$ cat config.mk
export PLATFORM = sky130hd
export DESIGN_NAME = base64_stream_encoder_core
export DESIGN_NICKNAME = d
export VERILOG_FILES = /design/src/hdl/b64e_pkg.sv /design/src/hdl/b64e_front.sv /design/src/hdl/b64e_queue.sv /design/src/hdl/b64e_back.sv /design/src/hdl/base64_stream_encoder_core.sv
export SDC_FILE = /design/constraint.sdc
export NUM_CORES = 1
export LEC_CHECK = 0
export BUFFER_PORTS_ARGS = -buffer_cell sky130_fd_sc_hd__buf_2
export CAP_MARGIN = 30
export CORE_ASPECT_RATIO = 1.4
export CORE_UTILIZATION = 45
export CTS_CLUSTER_SIZE = 8
export DETAILED_ROUTE_END_ITERATION = 12
export PLACE_DENSITY = 0.73
export SETUP_SLACK_MARGIN = 0.1
export SLEW_MARGIN = 20
export SYNTH_ARGS = -nofsm -noshare
export SYNTH_HDL_FRONTEND = slang
export SYNTH_SLANG_ARGS = --single-unit
$ cat constraint.sdc
create_clock -name clock -period 5.6 [get_ports clock]
set_input_delay 1.4 -clock clock [delete_from_list [all_inputs] [get_ports clock]]
set_output_delay 1.4 -clock clock [all_outputs]
set_load 0.03 [all_outputs]
$ cat src/hdl/b64e_pkg.sv
`timescale 1ns / 1ps
// ----------------------------------------------------------------------------
// b64e_pkg
// Shared types, constants and the sextet-to-ASCII map of the Base64 encoder.
// ----------------------------------------------------------------------------
package b64e_pkg;

   localparam int QUEUE_DEPTH_DEFAULT = 2;

   localparam logic [7:0] PAD_CHAR   = 8'd61;  // '='
   localparam logic [7:0] PLUS_CHAR  = 8'd43;  // '+'
   localparam logic [7:0] SLASH_CHAR = 8'd47;  // '/'

   typedef enum logic [1:0] {
      PHASE_0 = 2'd0,
      PHASE_1 = 2'd1,
      PHASE_2 = 2'd2
   } phase_type;

   // one accepted byte, classified: up to two sextets, then '=' pads
   typedef struct packed {
      logic [5:0] sextet0;
      logic [5:0] sextet1;
      logic [1:0] count_m1;    // characters in the job minus one
      logic       final_flag;  // last character closes the message
   } job_type;

   function automatic logic [7:0] sextet_to_ascii(input logic [5:0] v);
      logic [7:0] wide;
      wide = {2'b00, v};
      if (v <= 6'd25) begin
         sextet_to_ascii = wide + 8'd65;
      end else if (v <= 6'd51) begin
         sextet_to_ascii = wide + 8'd71;
      end else if (v <= 6'd61) begin
         sextet_to_ascii = wide - 8'd4;
      end else if (v == 6'd62) begin
         sextet_to_ascii = PLUS_CHAR;
      end else begin
         sextet_to_ascii = SLASH_CHAR;
      end
   endfunction

endpackage

$ cat src/hdl/b64e_front.sv
`timescale 1ns / 1ps
// ----------------------------------------------------------------------------
// b64e_front
// Tracks the position in the three-byte group and the leftover bits, and
// turns each accepted byte into a job for the character serialiser.
// ----------------------------------------------------------------------------
module b64e_front (
   input  logic              clock,
   input  logic              reset,
   input  logic              accept,
   input  logic [7:0]        data_byte,
   input  logic              final_byte,
   output b64e_pkg::job_type job
);

   b64e_pkg::phase_type phase_ff, phase_in;
   logic [5:0]          carry_ff, carry_in;

   always_ff @(posedge clock) begin
      if (reset) begin
         phase_ff <= b64e_pkg::PHASE_0;
         carry_ff <= 6'd0;
      end else begin
         phase_ff <= phase_in;
         carry_ff <= carry_in;
      end
   end

   always_comb begin
      phase_in       = phase_ff;
      carry_in       = carry_ff;
      job.final_flag = final_byte;
      unique case (phase_ff)
         b64e_pkg::PHASE_1: begin
            job.sextet0  = carry_ff | {2'b00, data_byte[7:4]};
            job.sextet1  = {data_byte[3:0], 2'b00};
            job.count_m1 = final_byte ? 2'd2 : 2'd0;
            if (accept) begin
               phase_in = b64e_pkg::PHASE_2;
               carry_in = {data_byte[3:0], 2'b00};
            end
         end
         b64e_pkg::PHASE_2: begin
            job.sextet0  = carry_ff | {4'b0000, data_byte[7:6]};
            job.sextet1  = data_byte[5:0];
            job.count_m1 = 2'd1;
            if (accept) begin
               phase_in = b64e_pkg::PHASE_0;
               carry_in = 6'd0;
            end
         end
         default: begin
            job.sextet0  = data_byte[7:2];
            job.sextet1  = {data_byte[1:0], 4'b0000};
            job.count_m1 = final_byte ? 2'd3 : 2'd0;
            if (accept) begin
               phase_in = b64e_pkg::PHASE_1;
               carry_in = {data_byte[1:0], 4'b0000};
            end
         end
      endcase
      if (accept && final_byte) begin
         phase_in = b64e_pkg::PHASE_0;
         carry_in = 6'd0;
      end
   end

endmodule

$ cat src/hdl/b64e_queue.sv
`timescale 1ns / 1ps
// ----------------------------------------------------------------------------
// b64e_queue
// Short job queue between the classifier and the character serialiser.
// ----------------------------------------------------------------------------
module b64e_queue #(
   parameter int DEPTH = b64e_pkg::QUEUE_DEPTH_DEFAULT
) (
   input  logic              clock,
   input  logic              reset,
   input  logic              push,
   input  b64e_pkg::job_type push_job,
   output logic              full,
   input  logic              pop,
   output logic              head_valid,
   output b64e_pkg::job_type head_job
);

   localparam int PTR_W = (DEPTH > 1) ? $clog2(DEPTH) : 1;
   localparam int CNT_W = $clog2(DEPTH + 1);
   localparam logic [PTR_W-1:0] LAST_PTR = PTR_W'(DEPTH - 1);
   localparam logic [CNT_W-1:0] FULL_CNT = CNT_W'(DEPTH);

   b64e_pkg::job_type mem_ff [DEPTH];
   logic [PTR_W-1:0]  wr_ptr_ff, wr_ptr_in;
   logic [PTR_W-1:0]  rd_ptr_ff, rd_ptr_in;
   logic [CNT_W-1:0]  count_ff, count_in;
   logic              do_push, do_pop;

   assign full       = (count_ff == FULL_CNT);
   assign head_valid = (count_ff != '0);
   assign head_job   = mem_ff[rd_ptr_ff];
   assign do_push    = push && !full;
   assign do_pop     = pop && head_valid;

   always_comb begin
      wr_ptr_in = wr_ptr_ff;
      rd_ptr_in = rd_ptr_ff;
      count_in  = count_ff;
      if (do_push) begin
         wr_ptr_in = (wr_ptr_ff == LAST_PTR) ? '0 : wr_ptr_ff + 1'b1;
      end
      if (do_pop) begin
         rd_ptr_in = (rd_ptr_ff == LAST_PTR) ? '0 : rd_ptr_ff + 1'b1;
      end
      if (do_push && !do_pop) begin
         count_in = count_ff + 1'b1;
      end else if (do_pop && !do_push) begin
         count_in = count_ff - 1'b1;
      end
   end

   always_ff @(posedge clock) begin
      if (reset) begin
         wr_ptr_ff <= '0;
         rd_ptr_ff <= '0;
         count_ff  <= '0;
      end else begin
         wr_ptr_ff <= wr_ptr_in;
         rd_ptr_ff <= rd_ptr_in;
         count_ff  <= count_in;
      end
   end

   always_ff @(posedge clock) begin
      if (do_push) begin
         mem_ff[wr_ptr_ff] <= push_job;
      end
   end

endmodule

$ cat src/hdl/b64e_back.sv
`timescale 1ns / 1ps
// ----------------------------------------------------------------------------
// b64e_back
// Character serialiser: walks the head job one character per cycle into the
// output register while the output is not stalled.
// ----------------------------------------------------------------------------
module b64e_back (
   input  logic              clock,
   input  logic              reset,
   input  logic              job_valid,
   input  b64e_pkg::job_type job,
   output logic              job_pop,
   output logic              out_valid,
   output logic [7:0]        out_char,
   output logic              out_last,
   input  logic              out_ready
);

   logic [1:0] index_ff, index_in;
   logic       valid_ff, valid_in;
   logic [7:0] char_ff, char_in;
   logic       last_ff, last_in;
   logic       load;
   logic       at_end;

   assign load   = job_valid && (!valid_ff || out_ready);
   assign at_end = (index_ff == job.count_m1);
   assign job_pop = load && at_end;

   always_comb begin
      index_in = index_ff;
      valid_in = valid_ff;
      char_in  = char_ff;
      last_in  = last_ff;
      if (valid_ff && out_ready) begin
         valid_in = 1'b0;
      end
      if (load) begin
         valid_in = 1'b1;
         last_in  = job.final_flag && at_end;
         index_in = at_end ? 2'd0 : index_ff + 2'd1;
         unique case (index_ff)
            2'd0:    char_in = b64e_pkg::sextet_to_ascii(job.sextet0);
            2'd1:    char_in = b64e_pkg::sextet_to_ascii(job.sextet1);
            default: char_in = b64e_pkg::PAD_CHAR;
         endcase
      end
   end

   always_ff @(posedge clock) begin
      if (reset) begin
         index_ff <= 2'd0;
         valid_ff <= 1'b0;
      end else begin
         index_ff <= index_in;
         valid_ff <= valid_in;
      end
   end

   always_ff @(posedge clock) begin
      char_ff <= char_in;
      last_ff <= last_in;
   end

   assign out_valid = valid_ff;
   assign out_char  = char_ff;
   assign out_last  = last_ff;

endmodule

$ cat src/hdl/base64_stream_encoder_core.sv
`timescale 1ns / 1ps
// ----------------------------------------------------------------------------
// base64_stream_encoder_core
// Byte stream in, standard Base64 characters out, '=' padded on the last byte.
// ----------------------------------------------------------------------------
//  channel  dir  tdata               tlast
//  req_     in   [7:0] data_byte     final_byte
//  rsp_     out  [7:0] out_char      end_of_text
//
//  A byte is taken whenever the job queue has room.
//  The serialiser emits one character per cycle while rsp_tready is high:
//  1 or 2 per byte, up to 4 on the final byte.
//  First character goes through the job queue and output register to rsp_.
//  Synchronous reset empties the queue and clears group position.
//  A stalled rsp_ holds its character; req_ stalls only when the queue fills.
// ----------------------------------------------------------------------------
module base64_stream_encoder_core #(
   parameter int QUEUE_DEPTH = b64e_pkg::QUEUE_DEPTH_DEFAULT
) (
   input  logic       clock,
   input  logic       reset,
   input  logic       req_tvalid,
   output logic       req_tready,
   input  logic [7:0] req_tdata,   // [7:0] data_byte
   input  logic       req_tlast,   // final_byte
   output logic       rsp_tvalid,
   input  logic       rsp_tready,
   output logic [7:0] rsp_tdata,   // [7:0] out_char
   output logic       rsp_tlast    // end_of_text
);

   b64e_pkg::job_type front_job;
   b64e_pkg::job_type head_job;
   logic              q_full;
   logic              head_valid;
   logic              head_pop;
   logic              accept;

   assign req_tready = !q_full;
   assign accept     = req_tvalid && !q_full;

   b64e_front u_front (
      .clock      (clock),
      .reset      (reset),
      .accept     (accept),
      .data_byte  (req_tdata),
      .final_byte (req_tlast),
      .job        (front_job)
   );

   b64e_queue #(
      .DEPTH (QUEUE_DEPTH)
   ) u_queue (
      .clock      (clock),
      .reset      (reset),
      .push       (accept),
      .push_job   (front_job),
      .full       (q_full),
      .pop        (head_pop),
      .head_valid (head_valid),
      .head_job   (head_job)
   );

   b64e_back u_back (
      .clock     (clock),
      .reset     (reset),
      .job_valid (head_valid),
      .job       (head_job),
      .job_pop   (head_pop),
      .out_valid (rsp_tvalid),
      .out_char  (rsp_tdata),
      .out_last  (rsp_tlast),
      .out_ready (rsp_tready)
   );

endmodule

==> impl_metrics.env <==
export IMPL_rrSetupSlack_ns=2.37
export IMPL_multiInputGateArea_sq_mm=0.001665
export IMPL_cpMaxStageDelayCell="mux2i_2"
export IMPL_max_stage_delay_ns=0.47
export IMPL_synth_top_cells_by_area="edfxtp_1 36%, ha_1 8.8%, dfxtp_1 8.6%"
export IMPL_power_density_mw_per_mm2=481.6
export IMPL_synth_top_flop_cell="edfxtp_1"
export IMPL_worst_slack_ns=2.371
export IMPL_synth_top_cell_by_area="edfxtp_1"
export IMPL_overflow=0
export IMPL_antennaDiodeCount=0
export IMPL_drv_cap=0
export IMPL_dp_slack_ns=2.399
export IMPL_internal_power_mw=0.9874
export IMPL_antenna_left=0
export IMPL_max_freq_mhz=309.7
export IMPL_rsz0062_at_grt="no"
export IMPL_synth_seq_cells=53
export IMPL_die_w_um=74.05
export IMPL_slew_headroom_pct=51.07
export IMPL_async_flop_share_pct=0
export IMPL_cts_sinks=53
export IMPL_crit_path_cell_trace="buf_4, mux2i_2, inv_1, ha_1, a21oi_1, a21bo_2, o21ai_2, nor2b_1, o41ai_2, o221ai_1"
export IMPL_synth_area_sq_mm=0.003271
export IMPL_dp_cells=428
export IMPL_p_clk_share_pct=14.2
export IMPL_clockRootBuffer="clkbuf_8"
export IMPL_path_delay_family="compound AO/OA/AOI/OAI gates"
export IMPL_wl_per_cell_um=15.18
export IMPL_p_switching_mw=0.7247
export IMPL_p_comb_share_pct=51.6
export IMPL_portBuffers=23
export IMPL_grt_pass1_wl_um=11100
export IMPL_postCtsSetupRepairBufs=0
export IMPL_synth_area_per_cell_sq_um=10.25
export IMPL_cts_buffers=5
export IMPL_seqPwrFrac_pct=34.2
export IMPL_synth_fa_ha_area_share_pct=8.799
export IMPL_register_area_sq_mm=0.001451
export IMPL_nets=376
export IMPL_fin_crit_ns=3.229
export IMPL_wl_met3_um=239
export IMPL_hold_start="u_back.index_ff[1]"
export IMPL_status="complete, no violations"
export IMPL_core_area_sq_mm=0.006982
export IMPL_cts_buffer_depth=2
export IMPL_synth_nets=355
export IMPL_grt_use_total_pct=19.22
export IMPL_synthSimpleGateAreaFrac_pct=15.46
export IMPL_place_congestion=0.8995
export IMPL_setup_violations=0
export IMPL_yosysWarnings=0
export IMPL_synth_common_cells="39 x edfxtp_1, 27 x nor2_1, 24 x nand2_1"
export IMPL_design_area_sq_mm=0.003555
export IMPL_start_util_pct=46.85
export IMPL_crit_type="reg -> reg"
export IMPL_hold_viol=0
export IMPL_syn_inst=319
export IMPL_final_util_pct=50.91
export IMPL_totalPowerFinal_mw=1.712
export IMPL_crit_arrival_ns=3.28
export IMPL_swShare_pct=42.33
export IMPL_dr_wl_met2_um=3279
export IMPL_cts_tree="yes"
export IMPL_min_path_type="reg -> reg"
export IMPL_die_h_um=102.9
export IMPL_clk_pin_slew_worst_paths_ns=0.10
export IMPL_finalSetupTns_ns=0
export IMPL_netlist_area_leader_share_pct=35.81
export IMPL_grt_max_degree=25
export IMPL_yosysUniqueCellTypes=55
export IMPL_topRoutingLayerUsed="met4"
export IMPL_synth_edf_count=39
export IMPL_worst_clock_skew_ns=0.01172
export IMPL_ir_worst_vdd_mv=0.2868
export IMPL_period_share_pct=57.65
export IMPL_synth_seq_area_share_pct=44.38
export IMPL_nFillCells=643
export IMPL_io_pins=24
export IMPL_endpoint_kind="flip-flop"
export IMPL_drt_first_pass_iters=4
export IMPL_post_cts_resized=0
export IMPL_place_area_sq_mm=0.003448
export IMPL_first_iter_violations=165
export IMPL_hpwl_um=5015
export IMPL_required_ns=5.65
export IMPL_cp_start_kind="flip-flop"
export IMPL_final_cells=436
export IMPL_drive_above_1_share_pct=14.66
export IMPL_drc=0
export IMPL_synth_most_common_cell="edfxtp_1"
export IMPL_synthXorXnorAreaFrac_pct=1.607
export IMPL_synthMuxAreaShare_pct=6.580
export IMPL_cp_max_fo=24
export IMPL_slew_violations=0
export IMPL_wl_met1_um=2788
export IMPL_routed_via_density=5.651
export IMPL_leakage_nw=1.347
export IMPL_worst_slew_pin_slew_ns=0.7331
export IMPL_die_area_sq_mm=0.007618
export IMPL_clock_latency_ns=0.31
export IMPL_antenna_found_initial=0
export IMPL_drt_wl_total_um=6617
export IMPL_hold_buffers=0
export IMPL_synth_compound_area_share_pct=18.40
export IMPL_syn2layout_area_growth_pct=8.684
export IMPL_vias=2464
export IMPL_path_buf_inv=2
export IMPL_grt_pass1_vias=2394
export IMPL_cts_max_level=2
export IMPL_holdWs_ns=0.4585
export IMPL_synth_top_family_by_area="compound AO/OA/AOI/OAI gates"
export IMPL_fp_row_count=36
-- routing by layer --
metal	track usage, %	vias up
li1	-	1214
met1	22.40	1155
met2	33.29	73
met3	2.933	22
met4	10.65	0
met5	0	-
-- sequential cells by signal, summed over array words and instances, names as in the netlist, named ones only --
register	cells
u_back.out_valid	1
u_front.carry_ff	4
u_queue.wr_ptr_ff	1
u_front.phase_ff	2
u_queue.count_ff	2
u_back.out_last	1
u_back.index_ff	2
u_queue.mem_ff	30
u_back.out_char	8
u_queue.rd_ptr_ff	1
-- tightest hold or removal path, stage by stage, from the launching register on --
cell and delay (ns):
dfxtp_1 0.32, nand2_1 0.05, a21oi_1 0.05
-- power groups by stage --
stage / combinational (mW) / sequential, mW / clock, mW
3_5_place_dp: 0.875 / 0.596 / 0
5_1_grt: 0.977 / 0.598 / 0.260
4_1_cts: 0.880 / 0.587 / 0.244
2_1_floorplan: 0.629 / 0.663 / 0
3_3_place_gp: 0.855 / 0.592 / 0
6_report: 0.884 / 0.585 / 0.242
-- cells in the final DEF (no fill, tap or decap), types with 4 or more instances in the layout --
master and count:
a21oi_1 21, clkbuf_8 5, a22oi_1 7, o21ai_0 19, nor2_1 26, ha_1 23
buf_2 23, nor4_1 4, inv_1 22, nand2b_1 6, nor3_1 4, nand2_1 24
dfxtp_1 14, o211ai_1 6, nand3_1 10, edfxtp_1 39, o31ai_1 4, nor2b_1 7
mux2i_1 10
-- path summary, 6_finish.rpt --
| path | to | depth (start not counted) |
|---|---|---|
| setup / recovery | u_back.out_char[3] | 10 |
| hold / removal | u_back.index_ff[1] | 2 |
| setup reg to reg | u_back.out_char[3] | 10 |
| hold reg to reg | u_back.index_ff[1] | 2 |
-- layout make-up --
cell class	count	area share (%)
Sequential cell	53	40.83
Clock buffer	7	2.746
Clock inverter	1	0.2464
Inverter	22	2.323
Timing Repair Buffer	25	3.661
Tap cell	95	3.344
Multi-Input combinational cell	233	46.85
-- cells by family (layout without fill, tap and decap cells) --
group | after synthesis | in the layout
AOI/OAI and AO/OA | 88 | 88
xor gates and xnor gates | 6 | 6
adders and majority gates | 23 | 23
buffers and inverters | 33 | 55
DFF | 53 | 53
muxes | 17 | 17
and+or+nand+nor | 99 | 99
(Power assumes the default switching activity.)
